**src/hdl/bcm_pkg.sv**
```systemverilog
// Shared widths, codes and pipeline control types for the committee machine classifier.
`default_nettype none

package bcm_pkg;

  // Fixed field widths.
  localparam int DATA_W     = 32;
  localparam int KIND_W     = 2;
  localparam int HID_IDX_W  = 4;
  localparam int WORD_IDX_W = 5;
  localparam int LABEL_W    = 2;
  localparam int ERR_W      = 32;
  localparam int NIN_W      = 11;
  localparam int NHID_W     = 5;
  localparam int CNT_W      = 11;
  localparam int POP_W      = 6;
  localparam int CFG_IDX_W  = 2;
  localparam int CFG_DATA_W = 11;

  // Bit position of a word's first input is word_index times the word size.
  localparam int WORD_SHIFT = 5;

  // Input item kinds.
  localparam logic [KIND_W-1:0] KIND_LOAD  = 2'd0;
  localparam logic [KIND_W-1:0] KIND_PAT   = 2'd1;
  localparam logic [KIND_W-1:0] KIND_START = 2'd2;

  // Configuration register indexes.
  localparam logic [CFG_IDX_W-1:0] REG_N_INPUTS   = 2'd0;
  localparam logic [CFG_IDX_W-1:0] REG_NUM_HIDDEN = 2'd1;

  // Signed +1 and -1 in two bits.
  localparam logic [LABEL_W-1:0] PRED_POS = 2'b01;
  localparam logic [LABEL_W-1:0] PRED_NEG = 2'b11;

  localparam logic [CNT_W-1:0] CNT_MAX = {CNT_W{1'b1}};
  localparam logic [ERR_W-1:0] ERR_MAX = {ERR_W{1'b1}};

  // Control carried down the pipeline with each beat.
  typedef struct packed {
    logic                pat;    // pattern word
    logic                start;  // start pass
    logic                last;
    logic [LABEL_W-1:0]  label;
  } ctrl_t;

  // Pattern word and its in-use mask, broadcast to every lane.
  typedef struct packed {
    logic [DATA_W-1:0] data;
    logic [DATA_W-1:0] mask;
  } word_t;

endpackage

`default_nettype wire

```
**src/hdl/bcm_merge.sv**
```systemverilog
// Committee tally of lane votes, label compare, saturating error count and output register.
`default_nettype none

module bcm_merge #(
  parameter int MAX_HIDDEN = 16
) (
  input  wire logic                        clk,
  input  wire logic                        rst_n,
  input  wire logic [MAX_HIDDEN-1:0]       votes,
  input  wire bcm_pkg::ctrl_t              s3_ctrl,
  input  wire logic [bcm_pkg::NHID_W-1:0]  num_hidden,
  input  wire logic                        out_stall,
  output logic                             adv,
  output logic                             out_valid,
  output logic signed [bcm_pkg::LABEL_W-1:0] out_prediction,
  output logic                             out_is_error,
  output logic [bcm_pkg::ERR_W-1:0]        out_error_count
);

  localparam int NW = $clog2(MAX_HIDDEN + 1) + 6;
  localparam int NG = (MAX_HIDDEN + 7) / 8;

  bcm_pkg::ctrl_t             s4_ctrl_r;
  logic                       plus_r;
  logic                       plus_nxt;
  logic [NW-1:0]              nh;
  logic [NW-1:0]              ones;
  logic [bcm_pkg::ERR_W-1:0]  err_total_r;
  logic [bcm_pkg::ERR_W-1:0]  err_total_nxt;
  logic                       err;
  logic                       s4_result;
  logic                       out_valid_r;
  logic [bcm_pkg::LABEL_W-1:0] pred_r;
  logic                       is_err_r;
  logic [bcm_pkg::ERR_W-1:0]  count_r;

  // Hidden units in use, capped at the lane count.
  assign nh = (NW'(num_hidden) > NW'(MAX_HIDDEN)) ? NW'(MAX_HIDDEN) : NW'(num_hidden);

  // Count +1 votes of units in use in groups of eight, then add the groups.
  always_comb begin
    logic [3:0] grp;
    ones = '0;
    for (int g = 0; g < NG; g++) begin
      grp = '0;
      for (int b = 0; b < 8; b++) begin
        if ((g * 8 + b < MAX_HIDDEN) && (NW'(g * 8 + b) < nh)) begin
          grp = grp + 4'(votes[(g * 8 + b) % MAX_HIDDEN]);
        end
      end
      ones = ones + NW'(grp);
    end
    // Vote sum ones - (nh - ones) is positive.
    plus_nxt = (ones << 1) > nh;
  end

  // The pipeline holds only when a result meets a full, stalled output.
  assign s4_result = s4_ctrl_r.pat && s4_ctrl_r.last;
  assign adv       = !(out_valid_r && out_stall && s4_result);

  always_ff @(posedge clk) begin
    if (!rst_n) begin
      s4_ctrl_r <= '0;
    end else if (adv) begin
      s4_ctrl_r <= s3_ctrl;
    end
  end

  always_ff @(posedge clk) begin
    if (adv) begin
      plus_r <= plus_nxt;
    end
  end

  // Label compare and saturating error count.
  always_comb begin
    err = (plus_r ? bcm_pkg::PRED_POS : bcm_pkg::PRED_NEG) != s4_ctrl_r.label;
    err_total_nxt = err_total_r;
    if (s4_ctrl_r.start) begin
      err_total_nxt = '0;
    end else if (s4_result && err && (err_total_r != bcm_pkg::ERR_MAX)) begin
      err_total_nxt = err_total_r + 1'b1;
    end
  end

  always_ff @(posedge clk) begin
    if (!rst_n) begin
      err_total_r <= '0;
    end else if (adv) begin
      err_total_r <= err_total_nxt;
    end
  end

  // Output register.
  always_ff @(posedge clk) begin
    if (!rst_n) begin
      out_valid_r <= 1'b0;
    end else begin
      out_valid_r <= (out_valid_r && out_stall) || (adv && s4_result);
    end
  end

  always_ff @(posedge clk) begin
    if (adv && s4_result) begin
      pred_r   <= plus_r ? bcm_pkg::PRED_POS : bcm_pkg::PRED_NEG;
      is_err_r <= err;
      count_r  <= err_total_nxt;
    end
  end

  assign out_valid       = out_valid_r;
  assign out_prediction  = pred_r;
  assign out_is_error    = is_err_r;
  assign out_error_count = count_r;

  // A result never lowers the running error count.
  a_count_monotonic: assert property (@(posedge clk) disable iff (!rst_n)
    (adv && s4_result) |=> (err_total_r >= $past(err_total_r)))
    else $error("error count decreased on a result");

  // A shown result is always +1 or -1.
  a_pred_code: assert property (@(posedge clk) disable iff (!rst_n)
    out_valid |-> (out_prediction == bcm_pkg::PRED_POS || out_prediction == bcm_pkg::PRED_NEG))
    else $error("prediction is not +1 or -1");

endmodule

`default_nettype wire

```
**config.mk**
```make
export PLATFORM = sky130hd
export DESIGN_NAME = bcm_merge
export DESIGN_NICKNAME = d
export VERILOG_FILES = /design/src/hdl/bcm_pkg.sv /design/src/hdl/bcm_merge.sv
export SDC_FILE = /design/constraint.sdc
export NUM_CORES = 1
export LEC_CHECK = 0
export BUFFER_PORTS_ARGS = -buffer_cell sky130_fd_sc_hd__buf_4
export CAP_MARGIN = 15
export CORE_ASPECT_RATIO = 0.8
export CORE_MARGIN = 4
export CORE_UTILIZATION = 42
export DETAILED_ROUTE_END_ITERATION = 12
export PLACE_DENSITY = 0.65
export SYNTH_ARGS = -nofsm -noshare
export SYNTH_HDL_FRONTEND = slang
export SYNTH_SLANG_ARGS = --single-unit
```
**constraint.sdc**
```tcl
create_clock -name clk -period 8.3 [get_ports clk]
set_clock_uncertainty 0.2 [all_clocks]
set_input_delay 0.415 -clock clk [delete_from_list [all_inputs] [get_ports clk]]
set_output_delay 0.415 -clock clk [all_outputs]
set_load 0.02 [all_outputs]
```
==> impl_metrics.json, run 1 <==
{
  "status": "complete, no violations",
  "syn_inst": 605,
  "synth_area_um2": 5170,
  "synth_top_area_cell": "edfxtp_1",
  "worst_path_most_repeated_cell": "ha_1",
  "coreArea_um2": 11800,
  "fill_cells": 1085,
  "slowest_stage": "or3_1",
  "tns_ns": 0,
  "drt_iter0_drc": 398,
  "ys_ff_latch": 73,
  "num_io_pins": 66,
  "clk_latency_ns": 0.34,
  "dr.pass1.iters": 5,
  "grt_overflow": 0,
  "cts_buffer_depth": 2,
  "design_power_total_uw": 1200,
  "worstRegToRegCells": 9,
  "synth_top_area_share_pct": 20.3,
  "clkTransAtPathRegs_ns": 0.06,
  "initial_core_util_pct": 43.9,
  "yosysWarnings": 0,
  "maxCapViolCount": 0,
  "wl_um": 12700,
  "yosysMostFrequentCell": "nand2_1",
  "synthTopCellsByCount": "nand2_1, nor2_1, dfxtp_1",
  "min_period_ns": 6.91,
  "crit_required_ns": 8.18,
  "clock_power_share_pct": 41.6,
  "cts_buffers": 9,
  "multi_input_area_um2": 3190,
  "seq_area_frac_synth_pct": 35.0,
  "placed_area_um2": 5720,
  "finalCritPeriodShare_pct": 83.2,
  "die_area_um2": 14200,
  "r2r_start": "s4_ctrl_r[4]",
  "startpoint_type": "input port",
  "slew_headroom_pct": 45.3,
  "route.vias.total": 4634,
  "synthArstFlopShare_pct": 0,
  "crit_path_start": "num_hidden[2]",
  "pwr-share-comb_pct": 25.9,
  "synth-edff-count": 35,
  "p_int_uw": 884,
  "dp_cells": 781,
  "diodes": 0,
  "cp.arrival_ns": 6.79,
  "switching_power_uw": 317,
  "min_path_type": "input port to flop",
  "portBuffers": 64,
  "wl_per_cell_um": 15.9,
  "synth_flop_cell": "dfxtp_1",
  "gp_congestion": 0.846,
  "root_buffer": "clkbuf_16",
  "grt_usage_pct": 17.9,
  "layout.nets": 710,
  "worst_slew_pin_slew_ns": 0.819,
  "max_freq_ghz": 0.145,
  "postRouteAntennaNets": 0,
  "max_stage_delay_ns": 0.54,
  "setup_viol": 0,
  "post_cts_buffers": 0,
  "min_from": "s3_ctrl[2]",
  "fp.dieW_um": 132,
  "rsz0062_at_grt": "no",
  "synth_cell_type_count": 64,
  "crit_type": "input port to flop",
  "cts_tree": "done",
  "fin_area_um2": 6130,
  "ctsHoldBuffers": 0,
  "power_frac_seq_pct": 32.5,
  "regArea_um2": 1810,
  "cts.sinks": 73,
  "ctsResizeCount": 0,
  "finalNonFillerCells": 798,
  "detailed_place_hpwl_um": 8770,
  "drive_gt1_share_pct": 17.2,
  "yosys-top-cells-area": "edfxtp_1, dfxtp_1, ha_1",
  "avgSynthCellArea_um2": 8.55,
  "power_density_nw_per_um2": 196,
  "via_per_inst": 5.81,
  "num_rows": 35,
  "switching_share_pct": 26.4,
  "antenna_found_initial": 0,
  "drv_slew": 0,
  "grt_max_degree": 61,
  "hold_depth": 3,
  "h-tree-depth": 3,
  "area_delta_synth_final_pct": 18.5,
  "hold_violations": 0,
  "drc": 0,
  "die_y_um": 107,
  "power.leakage_uw": 0.00242,
  "grt_first_pass_wirelength_um": 21200,
  "syn_nets": 670,
  "cp_max_fo": 18,
  "irDropWorstVdd_uv": 106,
  "grt_pass1_vias": 4415,
  "end_kind": "flop"
}
worst max-delay path: cells and delay by family:
family          cells  cell delay (ns)
compound gates     11             1.58
mux                 3             0.81
fa+ha+maj          10             3.00
buf+inv             1             0.17
simple gates        4             0.80
layer usage:
| metal | up-vias | track usage, % | wire (um) |
|---|---|---|---|
| met5 | - | 0 | 0 |
| met4 | 0 | 4.27 | 145 |
| met3 | 14 | 4.07 | 763 |
| met2 | 136 | 27.9 | 5420 |
| met1 | 2194 | 25.4 | 6390 |
| li1 | 2290 | - | - |
through the flow:
stage | util, % | hold WS (ns) | setup slack, ns
after floorplan | - | 0.244 | 1.39
after global placement | 48.6 | 0.250 | 1.22
after detailed placement | 48.6 | 0.261 | 1.04
after CTS | 51.8 | 0.0789 | 1.41
after global routing | 52.1 | 0.117 | 1.01
final | 52.1 | 0.0869 | 1.39
area by class of cell:
class	count	area share [%]
Clock buffer	10	3.73
Clock inverter	6	2.51
Inverter	8	0.489
Multi-Input combinational cell	484	51.9
Sequential cell	73	29.6
Tap cell	148	3.02
Timing Repair Buffer	69	8.77
kinds of logic after synthesis:
kind of cell / synth area share (%)
AND/OR/NAND/NOR: 24.8
AO/OA/AOI/OAI: 16.3
flip-flops: 35.0
buffers and inverters: 3.70
XOR/XNOR: 7.95
adder cells (fa/ha/maj): 8.85
multiplexers: 3.36
other: 0.0725
sequential cells by signal, summed over array words and instances, names as in the netlist:
| signal | flops |
|---|---|
| out_error_count | 32 |
| plus_r | 1 |
| out_is_error | 1 |
| s4_ctrl_r | 5 |
| err_total_r | 32 |
| out_valid | 1 |
| out_prediction | 1 |
power by group through the flow:
stage                     Combinational, uW  Clock, uW  Sequential (uW)
final                                   311        500              391
after global routing                    353        524              391
after CTS                               311        508              390
after detailed placement                310          0              398
after global placement                  292          0              398
after floorplan                         240          0              399
placed cells by master (no fill, tap or decap), types with 9 or more instances in the layout:
master and count:
mux2_2 11, dfxtp_1 37, o21ai_0 34, a31oi_1 18, nand3_1 25, xor2_1 23
nand2_1 66, edfxtp_1 35, xnor2_1 24, nand4_1 15, ha_1 35, a21oi_1 33
and3_1 9, a21o_1 9, buf_4 68, nor2_1 62, clkbuf_16 9, or3_1 12
path summary, 6_finish.rpt:
| kind | end | slack (ns) |
|---|---|---|
| max | plus_r | 1.39 |
| min | s4_ctrl_r[2] | 0.09 |
| max reg2reg | err_total_r[29] | 5.11 |
| min reg2reg | s4_ctrl_r[1] | 0.27 |
No activity file was read; power rests on OpenSTA's default activity.
==> inputs of run 2 (changes only) <==
Settings changed: ABC_AREA from default to 1, PLACE_DENSITY 0.65 to 0.67.
Clock period 8.3 ns to 6.3 ns, I/O delays scaled along.
==> impl_metrics.json, run 2 <==
{
  "whs_ns": 0.0322,
  "synth-edff-count": 35,
  "cp.arrival_ns": 5.92,
  "synthArstFlopShare_pct": 0,
  "wl_per_cell_um": 12.8,
  "crit_required_ns": 6.18,
  "grt_busiest_layer": "met1",
  "worst_path_most_repeated_cell": "ha_1",
  "synth_top_area_share_pct": 20.2,
  "yosysWarnings": 0,
  "antenna_found_initial": 0,
  "worst_slew_pin_slew_ns": 0.761,
  "grt_first_pass_wirelength_um": 20600,
  "clk_latency_ns": 0.34,
  "yosysMostFrequentCell": "nand2_1",
  "fp.dieW_um": 133,
  "place_ws_ns": -0.117,
  "syn_inst": 745,
  "synthTopCellsByCount": "nand2_1, inv_1, nor2_1",
  "h-tree-depth": 3,
  "cts_tree": "done",
  "clkTransAtPathRegs_ns": 0.05,
  "crit_type": "input port to flop",
  "via_per_inst": 4.97,
  "yosys-top-cells-area": "edfxtp_1, dfxtp_1, nand2_1",
  "status": "complete, no violations",
  "die_y_um": 108,
  "num_rows": 36,
  "avgSynthCellArea_um2": 7.00,
  "power.leakage_uw": 0.00308,
  "cts.sinks": 73,
  "synth_top_area_cell": "edfxtp_1",
  "end_kind": "flop",
  "min_path_type": "input port to flop",
  "grt_use_met2_pct": 24.7,
  "hold_violations": 0,
  "postRouteAntennaNets": 0,
  "min_period_ns": 6.03,
  "synth_area_um2": 5210,
  "seq_area_frac_synth_pct": 34.7,
  "final_common_cell": "nand2_1",
  "setup_ws_ns": 0.269,
  "portBuffers": 64,
  "max_stage_delay_ns": 0.30,
  "power_density_nw_per_um2": 226,
  "diodes": 0,
  "final_cell_mix": "nand2_1, inv_1, buf_4",
  "slew_headroom_pct": 49.0,
  "irDropWorstVdd_uv": 122,
  "cts_buffers": 9,
  "maxCapViolCount": 0,
  "root_buffer": "clkbuf_16",
  "route.vias.total": 4886,
  "setup_viol": 0,
  "drv_slew": 0,
  "wl_um": 12600,
  "drt_iter0_drc": 373,
  "cp_top_family": "adder cells",
  "grt_usage_pct": 17.6,
  "initial_core_util_pct": 42.9,
  "coreArea_um2": 12200,
  "max_freq_ghz": 0.166,
  "grt_use_met1_pct": 27.2,
  "syn_nets": 810,
  "grt_pass1_vias": 4318,
  "gp_congestion": 0.924,
  "num_io_pins": 66,
  "synth_cell_type_count": 46,
  "worst-path-buf-inv": 5,
  "finalCritPeriodShare_pct": 95.7,
  "detailed_place_hpwl_um": 9390,
  "area_delta_synth_final_pct": 22.6,
  "dr.pass1.iters": 5,
  "slowest_stage": "or2_2",
  "synth_flop_cell": "dfxtp_1",
  "layout.nets": 892,
  "grt_overflow": 0,
  "cp_max_fo": 5,
  "die_area_um2": 14300,
  "startpoint_type": "input port",
  "ys_ff_latch": 73,
  "cts_buffer_depth": 2,
  "drc": 0,
  "drive_gt1_share_pct": 17.9,
  "rrSetupSlack_ns": 3.49,
  "met3_usage_pct": 3.69,
  "grt_max_degree": 60
}
run 2: changes by cell type after synthesis, sizes merged, moves of 20 or more:
cell	before	now
inv	5	103
nand2	66	199
xnor2	24	3
nor2	65	85
nand3	25	56
clkbuf	34	11
run 2: kinds of logic (layout without fill, tap and decap cells):
group,Yosys count,in the layout,synth area share [%]
buf+inv,123,210,9.48
fa+ha+maj,36,36,8.78
flops,73,73,34.7
xor+xnor,19,19,3.19
other cells,1,1,0.0719
simple gates,392,392,32.7
compound gates,101,101,11.0
run 2: layout make-up:
type / count / area [um2]
flip-flops and latches: 73 / 1810
repair buffers: 90 / 701
well taps: 152 / 190
fillers: 1211 / 5770
clock inverters: 4 / 42.5
multi-input cells: 549 / 3010
clock buffers: 12 / 246
inverters: 104 / 393
run 2: through the flow:
stage          total power (uW)  setup TNS, ns  utilization [%]  cell area (um2)  cells
6_report                   1440              0             52.6             6390    984
5_1_grt                    1540        -0.0630             52.6             6390    984
4_1_cts                    1390              0             51.2             6230    976
3_5_place_dp                886         -0.117             48.7             5920    958
3_3_place_gp                877              0             48.7             5920    958
2_1_floorplan               790              0                -             5220    745
run 2: power breakdown:
group / leakage (uW) / internal (uW) / switching (uW) / total [uW]
registers: 0.000648 / 509 / 5.64 / 514
logic: 0.00229 / 202 / 229 / 431
clock network: 0.000142 / 314 / 183 / 497
total: 0.00308 / 1020 / 418 / 1440
run 2: final timing paths:
path                        from            endpoint  cells after the start
hold reg to reg     s4_ctrl_r[0]        s4_ctrl_r[0]                      2
setup reg to reg  err_total_r[1]  out_error_count[4]                     14
setup / recovery   num_hidden[3]              plus_r                     36
hold / removal        s3_ctrl[1]        s4_ctrl_r[1]                      3
run 2: what timing repair did:
item                                    in CTS  in global routing
hold buffers                                 2                  0
resized for setup                            0                 22
endpoints found under the setup margin       0                  1
setup buffers                                0                  6
hold endpoints to repair                     2                  0
run 2: layer usage:
layer | vias to the layer above | share of wire, % | wire length (um)
met3 | 12 | 4.8 | 604
met5 | - | 0 | 0
li1 | 2585 | - | -
met1 | 2196 | 54 | 6820
met4 | 0 | 0.99 | 125
met2 | 93 | 40 | 5100
run 2: worst register-to-register path, stage by stage (launching register included):
cell and delay [ns]:
dfxtp_1 0.36, ha_1 0.18, inv_1 0.06, nor3_1 0.19, nand2_1 0.10, nor2_1 0.19, nand2_1 0.13, nand2_4 0.27
inv_1 0.32, nand3_1 0.22, nor2_1 0.06, nor2_1 0.09, nor2_1 0.04, nand2_1 0.08, inv_1 0.06
